## src/rtl/linear_probe_hash_table_unit_macros.svh

```systemverilog
// Assertion macros for the linear probe hash table unit
`ifndef LINEAR_PROBE_HASH_TABLE_UNIT_MACROS_SVH
`define LINEAR_PROBE_HASH_TABLE_UNIT_MACROS_SVH

`ifndef SYNTHESIS
`define LPHT_ASSERT_IMPL(label, clk, rst_n, ante, cons, msg) \
    label: assert property (@(posedge clk) disable iff (!rst_n) (ante) |-> (cons)) \
        else $error(msg);
`define LPHT_ASSERT_NEXT(label, clk, rst_n, ante, cons, msg) \
    label: assert property (@(posedge clk) disable iff (!rst_n) (ante) |=> (cons)) \
        else $error(msg);
`else
`define LPHT_ASSERT_IMPL(label, clk, rst_n, ante, cons, msg)
`define LPHT_ASSERT_NEXT(label, clk, rst_n, ante, cons, msg)
`endif

`endif

```

## src/rtl/lpht_pkg.sv

```systemverilog
// Shared types and codes of the linear probe hash table unit
`default_nettype none

package lpht_pkg;

    localparam int TABLE_DEPTH  = 4096;
    localparam int HASH_MODULUS = 3001;

    // key mod HASH_MODULUS by reciprocal multiply: 31 key bits plus 12 divisor bits
    localparam int          HASH_SHIFT = 43;
    localparam logic [31:0] HASH_RECIP =
        32'(((64'd1 << HASH_SHIFT) + 64'(HASH_MODULUS - 1)) / 64'(HASH_MODULUS));

    localparam logic [1:0] CMD_INSERT = 2'd0;
    localparam logic [1:0] CMD_SEARCH = 2'd1;
    localparam logic [1:0] CMD_DELETE = 2'd2;

    localparam logic [1:0] STATUS_OK        = 2'd0;
    localparam logic [1:0] STATUS_NOT_FOUND = 2'd1;
    localparam logic [1:0] STATUS_FULL      = 2'd2;

    localparam logic [1:0] MARK_EMPTY   = 2'd0;
    localparam logic [1:0] MARK_FILLED  = 2'd1;
    localparam logic [1:0] MARK_DELETED = 2'd2;

    localparam logic       REG_CAPACITY   = 1'b0;
    localparam logic [12:0] CAPACITY_RESET = 13'd4096;

    typedef struct packed {
        logic [1:0]  mark;
        logic [30:0] key;
        logic [7:0]  age;
    } t_slot_entry;

    typedef struct packed {
        logic clear;
        logic load;
        logic mod_step;
        logic probe_start;
        logic probe_step;
        logic commit;
        logic fail;
        logic fail_full;
    } t_ctrl_cmd;

    typedef struct packed {
        logic clear_last;
        logic full_pre;
        logic mod_done;
        logic hit;
        logic miss;
        logic is_insert;
    } t_dp_stat;

endpackage

`default_nettype wire

```

## src/rtl/lpht_ctrl.sv

```systemverilog
// Sequencer of the linear probe hash table: clear sweep, hash, probe, result
`default_nettype none
`include "linear_probe_hash_table_unit_macros.svh"

module lpht_ctrl (
    input  logic                i_clk,
    input  logic                i_rst_n,
    input  logic                start,
    input  logic [1:0]          i_command,
    input  lpht_pkg::t_dp_stat  i_stat,
    output logic                busy,
    output lpht_pkg::t_ctrl_cmd o_cmd
);

    localparam logic [2:0] S_CLEAR  = 3'd0;
    localparam logic [2:0] S_IDLE   = 3'd1;
    localparam logic [2:0] S_HASH   = 3'd2;
    localparam logic [2:0] S_PSTART = 3'd3;
    localparam logic [2:0] S_PROBE  = 3'd4;

    logic [2:0] r_state;
    logic [2:0] n_state;
    logic       cmd_known;

    assign cmd_known = (i_command == lpht_pkg::CMD_INSERT) ||
                       (i_command == lpht_pkg::CMD_SEARCH) ||
                       (i_command == lpht_pkg::CMD_DELETE);

    assign busy = (r_state != S_IDLE);

    always_comb begin
        n_state = r_state;
        o_cmd   = '0;
        unique case (r_state)
            S_CLEAR: begin
                o_cmd.clear = 1'b1;
                if (i_stat.clear_last) begin
                    n_state = S_IDLE;
                end
            end
            S_IDLE: begin
                if (start) begin
                    priority if (!cmd_known) begin
                        o_cmd.fail = 1'b1;
                    end else if (i_command == lpht_pkg::CMD_INSERT && i_stat.full_pre) begin
                        o_cmd.fail      = 1'b1;
                        o_cmd.fail_full = 1'b1;
                    end else begin
                        o_cmd.load = 1'b1;
                        n_state    = S_HASH;
                    end
                end
            end
            S_HASH: begin
                o_cmd.mod_step = 1'b1;
                if (i_stat.mod_done) begin
                    n_state = S_PSTART;
                end
            end
            S_PSTART: begin
                o_cmd.probe_start = 1'b1;
                n_state           = S_PROBE;
            end
            S_PROBE: begin
                o_cmd.probe_step = 1'b1;
                priority if (i_stat.hit) begin
                    o_cmd.commit = 1'b1;
                    n_state      = S_IDLE;
                end else if (i_stat.miss) begin
                    o_cmd.fail      = 1'b1;
                    o_cmd.fail_full = i_stat.is_insert;
                    n_state         = S_IDLE;
                end
            end
            default: begin
                n_state = S_IDLE;
            end
        endcase
    end

    always_ff @(posedge i_clk) begin
        if (!i_rst_n) begin
            r_state <= S_CLEAR;
        end else begin
            r_state <= n_state;
        end
    end

    `LPHT_ASSERT_NEXT(a_clear_once, i_clk, i_rst_n, r_state != S_CLEAR, r_state != S_CLEAR, "clear sweep re-entered")
    `LPHT_ASSERT_NEXT(a_probe_ends, i_clk, i_rst_n, r_state == S_PROBE && (i_stat.hit || i_stat.miss), r_state == S_IDLE, "probe did not end on hit or miss")

endmodule

`default_nettype wire

```

## config.mk

```make
export PLATFORM = sky130hd
export DESIGN_NAME = lpht_ctrl
export DESIGN_NICKNAME = d
export VERILOG_FILES = /design/src/rtl/lpht_pkg.sv /design/src/rtl/lpht_ctrl.sv
export VERILOG_INCLUDE_DIRS = /design/src /design/src/rtl
export SDC_FILE = /design/constraint.sdc
export NUM_CORES = 1
export LEC_CHECK = 0
export BUFFER_PORTS_ARGS = -buffer_cell sky130_fd_sc_hd__buf_2
export CAP_MARGIN = 20
export CELL_PAD_IN_SITES_DETAIL_PLACEMENT = 0
export CELL_PAD_IN_SITES_GLOBAL_PLACEMENT = 1
export CORE_AREA = 2 2 39 41
export CTS_BUF_LIST = sky130_fd_sc_hd__clkbuf_4 sky130_fd_sc_hd__clkbuf_8
export CTS_CLUSTER_DIAMETER = 120
export CTS_CLUSTER_SIZE = 10
export DETAILED_ROUTE_END_ITERATION = 16
export DIE_AREA = 0 0 41 43
export PLACE_DENSITY = 0.72
export SLEW_MARGIN = 0
export SYNTH_ARGS = -nofsm -noshare
export SYNTH_HDL_FRONTEND = slang
export SYNTH_SLANG_ARGS = --single-unit
```

## constraint.sdc

```tcl
create_clock -name i_clk -period 1.3 [get_ports i_clk]
set_input_delay 0.13 -clock i_clk [delete_from_list [all_inputs] [get_ports i_clk]]
set_output_delay 0.13 -clock i_clk [all_outputs]
set_load 0.02 [all_outputs]
```

Yosys cells after proc, flatten, opt, wreduce, memory -nomap -nowiden

Index checks and enable logic that the tools add are counted.

Output and inout port bits: 9
Word-level logic and storage cells: 44
Memories kept: 0
Memory bits (writable): 0
ROM bits: 0
Bits in latches: 0
Bits of input ports: 11
Flip-flop bits (word level): 3

Shift operators: 0
Eq/ne operators: 13
Add/sub/neg operators: 0
Multiplexer cells: 24
Magnitude comparators: 0
Reduce and logical (&&, ||, !) cells: 6
Divide/modulo/power cells: 0
Multiply operators: 0
Bitwise logic cells: 0

Operator list:

| cell               | count |
|---|---|
| $mux 3             | 7 |
| $pmux 3 s5         | 1 |
| $mux 1             | 10 |
| $mux 2             | 5 |
| $ne 2x2->1 const B | 5 |
| $eq 3x2->1 const B | 2 |
| $reduce_and 6->1   | 1 |
| $pmux 2 s2         | 1 |
| $eq 3x1->1 const B | 1 |
| $eq 3x3->1 const B | 1 |
| $logic_not 3->1    | 1 |
| $ne 3x1->1 const B | 1 |
| $ne 3x3->1 const B | 1 |
| $eq 2x1->1 const B | 1 |
| $eq 2x2->1 const B | 1 |
| $logic_not 2->1    | 1 |
| $logic_or 1x1->1   | 2 |
| $logic_and 1x1->1  | 1 |

Logic depth before layout (Yosys ltp)

Gate-level depths: netlist (run 1).

Depth after elaboration: 6
Mapped depth: 3
Depth with buffers taken out: 3

Worst setup path before layout (run 1)

Ideal clock, no wire load.

Path kind: reg2out
Start: register r_state[1]
End: output o_cmd[0] in the netlist's numbering
Path buffers: 0
Cell stages (with the launch flop): 4
Arrival time: 0.973 ns
Slack: 0.197 ns
Data required time: 1.170 ns
Path through: dfxtp_1 nor2_1 and4b_1 a32o_1

RTL lines:

| what                   | RTL line        | text |
|---|---|---|
| start, declared        | lpht_ctrl.sv:21 | `logic [2:0] r_state;` |
| start signal, assigned | lpht_ctrl.sv:85 | `r_state <= n_state;` |
| end, declared          | lpht_ctrl.sv:12 | `output lpht_pkg::t_ctrl_cmd o_cmd` |

==> flow_summary.ini, run 1 <==
[finish]
drive_gt1_frac = 0.632
area_growth_pct = 88.3
n_fill_cell = 155
largestRegisters = r_state (3)
final_common_cell = buf_2
final_cell_mix = buf_2 (14), buf_4 (7), clkbuf_4 (4)
top_register = r_state
largest_reg_flops = 3
antenna_cells = 0
fin_nets = 69
final_cells = 73
stdcell_area_um2 = 462

[drt]
drtIter0Drc = 3
post-route-drc-count = 0
antenna_left = 0
wire_per_inst_um = 10.4
first_pass_iters = 2
routed_via_density = 4.55
wl_um = 761
vias = 332

[cts]
cts_sinks = 3
root_buffer = clkbuf_4
cts_max_level = 1
cts_tree = yes
cts_buffers = 3
clock_latency_ps = 230
clkTransAtPathRegs_ps = 40
cts_buffer_depth = 2
hold_buffers = 0

[power]
pwr-share-seq = 0.258
p_sw_uw = 115
p_clk_frac = 0.443
ir_worst_vdd_v = 0.000304
switching_share = 0.278
leakage_uw = 0.000234
power.internal_uw = 299
comb_power_share = 0.299
powerDensity_nw_per_um2 = 896

[logic_synthesis]
synth_top_area_frac = 0.245
synth_top_cell_by_area = dfxtp_1
avgSynthCellArea_um2 = 8.17
yosysSeqAreaShare = 0.245
synthCells = 30
synth_nets = 41
ys_warn_count = 0
yosysUniqueCellTypes = 20
ys_ff_latch = 3
syn_area_um2 = 245
post_synth_main_area_contributors = dfxtp_1 (24%), nor2b_1 (7.7%), nor2_1 (6.1%)

[sta]
worstMarginPinSlew_ps = 247
period_share = 1.02
clock_skew_ps = 2.20
fmax_mhz = 751
finalHoldWorstSlack_ps = 148
setup_ws_ps = -31.9
setup_viol = 3
rsz0062_at_grt = true
hold_viol = 0
relSlewSlack = 0.835
fin_crit_ps = 1330
final-max-slew-violation-count = 0

[grt]
antenna_found_initial = 0
grt_pass1_wl_mm = 1.15
grt.total_usage = 0.0994
grt_max_degree = 8
grt_pass1_vias = 312
grt.overflow.total = 0

[critical_path]
critPathArrivalTime_ps = 1200
reg2reg_from = r_state[2]
cp_num_buf_inv = 1
cp_cell_sequence = and4bb_2, a32o_1, buf_6
critPathRequiredTime_ps = 1170
critPathLaunch = r_state[2]
cp_slowest_stage_delay_ps = 350
cp_top_family = flip-flops
crit_type = reg -> out
cp_slowest_cell = dfxtp_2
cp_max_fo = 7
startpoint_type = flop
end_kind = output port

[floorplan]
start_util = 0.177
ios = 20
dieArea_um2 = 1760
core_area_um2 = 1380
die_x_um = 41
num_rows = 14
die_y_um = 43

[place]
hpwl_um = 570
place_congestion = 0.656
dpl-instance-area_um2 = 375
portBuffers = 19
place_inst = 67

[run_status]
outcome = finished, violations left
violations = negative setup slack

[flow_run]
maxCapViolations = 0

[worst_hold_path]
hold_path.startpoint = i_rst_n
hp-class = in -> reg
==> metal layers <==
| metal | track usage | wire length, um | vias up |
|---|---|---|---|
| li1 | - | - | 168 |
| met1 | 0.0965 | 314 | 152 |
| met5 | 0 | 0 | - |
| met3 | 0.0419 | 60 | 0 |
| met4 | 0.0800 | 0 | 0 |
| met2 | 0.153 | 386 | 12 |
==> cell type report <==
cell class	count	area, um2	share of cell area
flip-flops and latches	3	66.3	0.144
repair buffers	23	145	0.314
clock buffers	4	30.0	0.0650
multi-input cells	27	200	0.434
well taps	16	20.0	0.0434
==> metrics by stage <==
step / setup slack, ps / utilization / total power (uW) / setup TNS (ps)
3_5_place_dp: 109 / 0.271 / 211 / 0
6_report: -31.9 / 0.334 / 414 / -60.1
2_1_floorplan: 197 / - / 165 / 0
5_1_grt: -88.2 / 0.334 / 448 / -238
4_1_cts: -37.1 / 0.317 / 408 / -69.8
3_3_place_gp: 118 / 0.271 / 211 / 0
==> worst paths after layout <==
check | cells after the start | slack [ps] | end
setup / recovery | 3 | -30 | o_cmd[0]
hold / removal | 2 | 150 | r_state[1]
setup reg to reg | 5 | 250 | r_state[0]
hold reg to reg | 2 | 660 | r_state[0]
==> what timing repair did <==
action	CTS	global route
resized for setup	11	4
setup buffers	1	1
setup endpoints to repair	6	6
pin swaps	3	1
==> cell usage after synthesis <==
library cell	number
a21o_1	1
a32o_1	1
a22oi_1	1
nand4_1	1
nand2b_1	2
o21ai_0	1
and3_1	1
nor2b_1	3
dfxtp_1	3
nor2_1	4
and2_1	2
nand2_1	2
nor3_1	1
o2111a_1	1
or3b_4	1
nor3b_1	1
o21a_1	1
and3_4	1
and4b_1	1
and4bb_2	1
==> power by group through the flow <==
stage / Sequential [uW] / Clock (uW) / Combinational [uW]
2_1_floorplan: 106 / 0 / 58.9
3_3_place_gp: 108 / 0 / 103
3_5_place_dp: 108 / 0 / 104
4_1_cts: 106 / 189 / 114
5_1_grt: 108 / 204 / 136
6_report: 107 / 183 / 124
==> kinds of logic after synthesis <==
family,after synthesis,synth area share
AND/OR/NAND/NOR,21,0.556
AO/OA/AOI/OAI,6,0.199
flip-flops,3,0.245
==> worst reg2reg max path: stages (launching register included) <==
cell and delay (ps):
dfxtp_2 330, buf_4 150, nor2b_4 120, buf_4 120
nand4_1 90, o2111a_1 120
No activity file was read; power rests on OpenSTA's default activity.
==> inputs of run 2 (changes only) <==
==> constraint.sdc (replaced) <==
create_clock -name i_clk -period 1.3 [get_ports i_clk]
set_input_delay 0.195 -clock i_clk [delete_from_list [all_inputs] [get_ports i_clk]]
set_output_delay 0.195 -clock i_clk [all_outputs]
set_load 0.02 [all_outputs]
==> flow_summary.ini, run 2 (synthesis gave the netlist of run 1 again) <==
[run_status]
outcome = finished, violations left
violations = negative setup slack

[cts]
cts_sinks = 3
clkTransAtPathRegs_ps = 30
cts_buffer_depth = 2
hold_buffers = 0
root_buffer = clkbuf_4
clock_latency_ps = 230
cts_buffers = 3
cts_tree = yes
cts_max_level = 1

[sta]
final-max-slew-violation-count = 0
hold_viol = 0
setup_ws_ps = -131
relSlewSlack = 0.840
fin_crit_ps = 1430
finalHoldWorstSlack_ps = 206
rsz0062_at_grt = true
fin_setup_tns_ps = -320
worstMarginPinSlew_ps = 239
period_share = 1.10
fmax_mhz = 699
setup_viol = 4
clock_skew_ps = 2.51

[worst_hold_path]
hold_path.startpoint = i_rst_n
hp-class = in -> reg

[power]
p_total_uw = 409
powerDensity_nw_per_um2 = 847
ir_worst_vdd_v = 0.000287
leakage_uw = 0.000244

[critical_path]
end_kind = output port
startpoint_type = flop
cp_max_fo = 5
critPathRequiredTime_ps = 1110
critPathArrivalTime_ps = 1240
reg2reg_from = r_state[2]
critPathLaunch = r_state[2]
crit_type = reg -> out

[drt]
wire_per_inst_um = 9.45
routed_via_density = 4.47
vias = 331
drtIter0Drc = 4
antenna_left = 0
post-route-drc-count = 0
first_pass_iters = 2
wl_um = 699

[floorplan]
die_y_um = 43
num_rows = 14
start_util = 0.177
dieArea_um2 = 1760
ios = 20
die_x_um = 41
core_area_um2 = 1380

[finish]
final_cell_mix = buf_2 (13), buf_6 (6), buf_4 (5)
drive_gt1_frac = 0.638
antenna_cells = 0
largest_reg_flops = 3
seq_area_um2 = 66.3
area_growth_pct = 96.9
largestRegisters = r_state (3)
top_register = r_state
n_fill_cell = 154
fin_nets = 70
multi_input_area_um2 = 196
final_common_cell = buf_2

[grt]
grt_pass1_wl_mm = 1.01
grt_pass1_vias = 274
grt.overflow.total = 0
grt.total_usage = 0.0863
antenna_found_initial = 0
grt_max_degree = 6

[place]
place_congestion = 0.633
hpwl_um = 557
portBuffers = 19

[flow_run]
maxCapViolations = 0
[run 2: worst paths after layout]
kind,to,slack (ps),cells past startpoint
worst max-delay path,o_cmd[0],-130,3
worst min-delay path,r_state[1],210,2
worst max register to register,r_state[0],180,4
worst min register to register,r_state[2],700,3
[run 2: repair_timing]
action / CTS / global route
gates resized for setup: 11 / 9
buffers inserted: 1 / 1
pin swaps: 2 / 2
endpoints found under the setup margin: 6 / 9
[run 2: final cells by class]
class,count,area share
multi-input cells,27,0.407
clock buffers,4,0.0622
well taps,16,0.0415
flip-flops and latches,3,0.137
repair buffers,24,0.352
[run 2: per-stage QoR]
| step | cells | util | area (um2) | setup WS, ps |
|---|---|---|---|---|
| after floorplan | 30 | - | 245 | 132 |
| after global placement | 68 | 0.277 | 383 | 55.6 |
| after detailed placement | 68 | 0.277 | 383 | 54.5 |
| after CTS | 73 | 0.324 | 448 | -122 |
| after global routing | 74 | 0.349 | 483 | -180 |
| final | 74 | 0.349 | 483 | -131 |
[run 2: worst max-delay path: stages (launching register included)]
cell      delay [ps]
dfxtp_2          360
and4bb_2         250
a32o_2           270
buf_6            130
[run 2: routing by layer]
layer | share of wire | up-vias | GRT usage | wire length [um]
li1 | - | 171 | - | -
met4 | 0 | 0 | 0.0600 | 0
met3 | 0.086 | 0 | 0.0314 | 60
met1 | 0.44 | 148 | 0.0994 | 309
met5 | 0 | - | 0 | 0
met2 | 0.47 | 12 | 0.125 | 329
[run 2: power breakdown]
group | switching, uW | total, uW | leakage, uW | internal [uW]
sequential | 7.80 | 106 | 0.0000261 | 98.6
combinational | 60.2 | 126 | 0.000200 | 65.5
clock | 41.4 | 177 | 0.0000184 | 135
==> inputs of run 3 (changes only) <==
--- a/config.mk
+++ b/config.mk
@@ -13,10 +13,10 @@
 export CORE_AREA = 2 2 39 41
 export CTS_BUF_LIST = sky130_fd_sc_hd__clkbuf_4 sky130_fd_sc_hd__clkbuf_8
 export CTS_CLUSTER_DIAMETER = 120
-export CTS_CLUSTER_SIZE = 10
+export CTS_CLUSTER_SIZE = 12
 export DETAILED_ROUTE_END_ITERATION = 16
 export DIE_AREA = 0 0 41 43
-export PLACE_DENSITY = 0.72
+export PLACE_DENSITY_LB_ADDON = 0.1
 export SLEW_MARGIN = 0
 export SYNTH_ARGS = -nofsm -noshare
 export SYNTH_HDL_FRONTEND = slang
==> flow_summary.ini, run 3 (synthesis gave the netlist of run 1 again) <==
[run_status]
outcome = finished, violations left
violations = negative setup slack

[critical_path]
cp_slowest_stage_delay_ps = 320
critPathRequiredTime_ps = 1110
reg2reg_from = r_state[2]
cp_cell_sequence = buf_6, and4b_1, a32o_1, buf_6
crit_type = reg -> out
reg2reg_depth = 5
end_kind = output port
critPathArrivalTime_ps = 1230
startpoint_type = flop
r2r_end = r_state[0]
cp_slowest_cell = dfxtp_2
crit_path_frequent_cell = buf_6
regToRegSetupSlack_ps = 40
cp_max_fo = 3

[power]
leakage_uw = 0.000254
p_clk_frac = 0.428
pwr-share-seq = 0.246
p_total_uw = 435
comb_power_share = 0.326
switching_share = 0.281
powerDensity_nw_per_um2 = 856
p_sw_uw = 122
power.internal_uw = 313
ir_worst_vdd_v = 0.000426

[cts]
cts_sinks = 3
root_buffer = clkbuf_4
cts_max_level = 1
cts_buffer_depth = 2
cts_buffers = 3
clkTransAtPathRegs_ps = 40
hold_buffers = 0
cts_tree = yes
clock_latency_ps = 230

[floorplan]
die_y_um = 43
core_area_um2 = 1380
start_util = 0.177
num_rows = 14
dieArea_um2 = 1760
ios = 20
die_x_um = 41

[drt]
vias = 346
drtIter0Drc = 2
antenna_left = 0
wire_per_inst_um = 11.4
wl_um = 864
post-route-drc-count = 0
first_pass_iters = 4
routed_via_density = 4.55

[finish]
final_cells = 76
multi_input_area_um2 = 198
final_cell_mix = buf_2 (11), buf_4 (8), buf_6 (7)
top_register = r_state
antenna_cells = 0
largestRegisters = r_state (3)
area_growth_pct = 107
largest_reg_flops = 3
final_common_cell = buf_2
fin_nets = 72
drive_gt1_frac = 0.667
n_fill_cell = 161
seq_area_um2 = 66.3

[sta]
clock_skew_ps = 0.558
hold_viol = 0
fin_setup_tns_ps = -339
fmax_mhz = 700
rsz0062_at_grt = true
final-max-slew-violation-count = 0
fin_crit_ps = 1430
period_share = 1.10
worstMarginPinSlew_ps = 266
setup_viol = 5
relSlewSlack = 0.822
setup_ws_ps = -128

[place]
place_congestion = 0.610
portBuffers = 19
place_inst = 69
hpwl_um = 667

[grt]
grt.total_usage = 0.116
grt_pass1_vias = 358
grt_max_degree = 6
grt.overflow.total = 0
antenna_found_initial = 0
grt_pass1_wl_mm = 1.38

[worst_hold_path]
whs_endpoint = r_state[1]
hp-class = in -> reg
hold_path.startpoint = i_rst_n
holdPathStages = 2

[flow_run]
maxCapViolations = 0
run 3: cell count changes in the layout (fill, tap and decap cells not counted), sizes merged:
cell and delta:
buf +2
run 3: stage by stage:
step / util / hold slack, ps / worst slack, ps / area, um2
3_5_place_dp: 0.282 / 433 / 44.8 / 390
3_3_place_gp: 0.282 / 441 / 73.4 / 390
2_1_floorplan: - / 313 / 132 / 245
5_1_grt: 0.367 / 198 / -169 / 508
6_report: 0.367 / 194 / -128 / 508
4_1_cts: 0.354 / 185 / -126 / 490
run 3: timing repair:
item                                    in CTS  in global routing
buffers inserted                             3                  0
pin swaps                                    5                  3
resized for setup                           17                  6
endpoints found under the setup margin       7                 10
run 3: worst max path at each step:
stage / cells after the start / startpoint / slack, ps / to
after global routing: 4 / r_state[0] / -170 / o_cmd[0]
final: 4 / r_state[2] / -130 / o_cmd[0]
after CTS: 3 / r_state[2] / -130 / o_cmd[0]
after floorplan: 3 / r_state[1] / 130 / o_cmd[0]
after detailed placement: 4 / r_state[0] / 40 / o_cmd[0]
after global placement: 4 / i_command[1] / 70 / o_cmd[6]
run 3: critical path: cells and delay by family (launching register included):
family                 cells  cell delay, ps
flip-flops                 1             320
AND/OR/NAND/NOR            1             200
AO/OA/AOI/OAI              1             230
buffers and inverters      2             240
run 3: per-layer routing:
metal / GRT usage / part of all wire / up-vias
met4: 0.0600 / 0 / 0
met1: 0.119 / 0.40 / 154
met2: 0.191 / 0.51 / 17
met5: 0 / 0 / -
li1: - / - / 175
met3: 0.0471 / 0.089 / 0
run 3: power groups by stage:
stage                     clock network, uW  logic, uW  registers, uW
after global placement                    0        111            107
after detailed placement                  0        113            107
after floorplan                           0       58.9            106
after global routing                    201        153            108
final                                   186        142            107
after CTS                               196        138            107
run 3: final cells by class:
cell class,count,area share
clock buffers,4,0.0591
well taps,16,0.0394
flip-flops and latches,3,0.131
repair buffers,26,0.382
multi-input cells,27,0.389
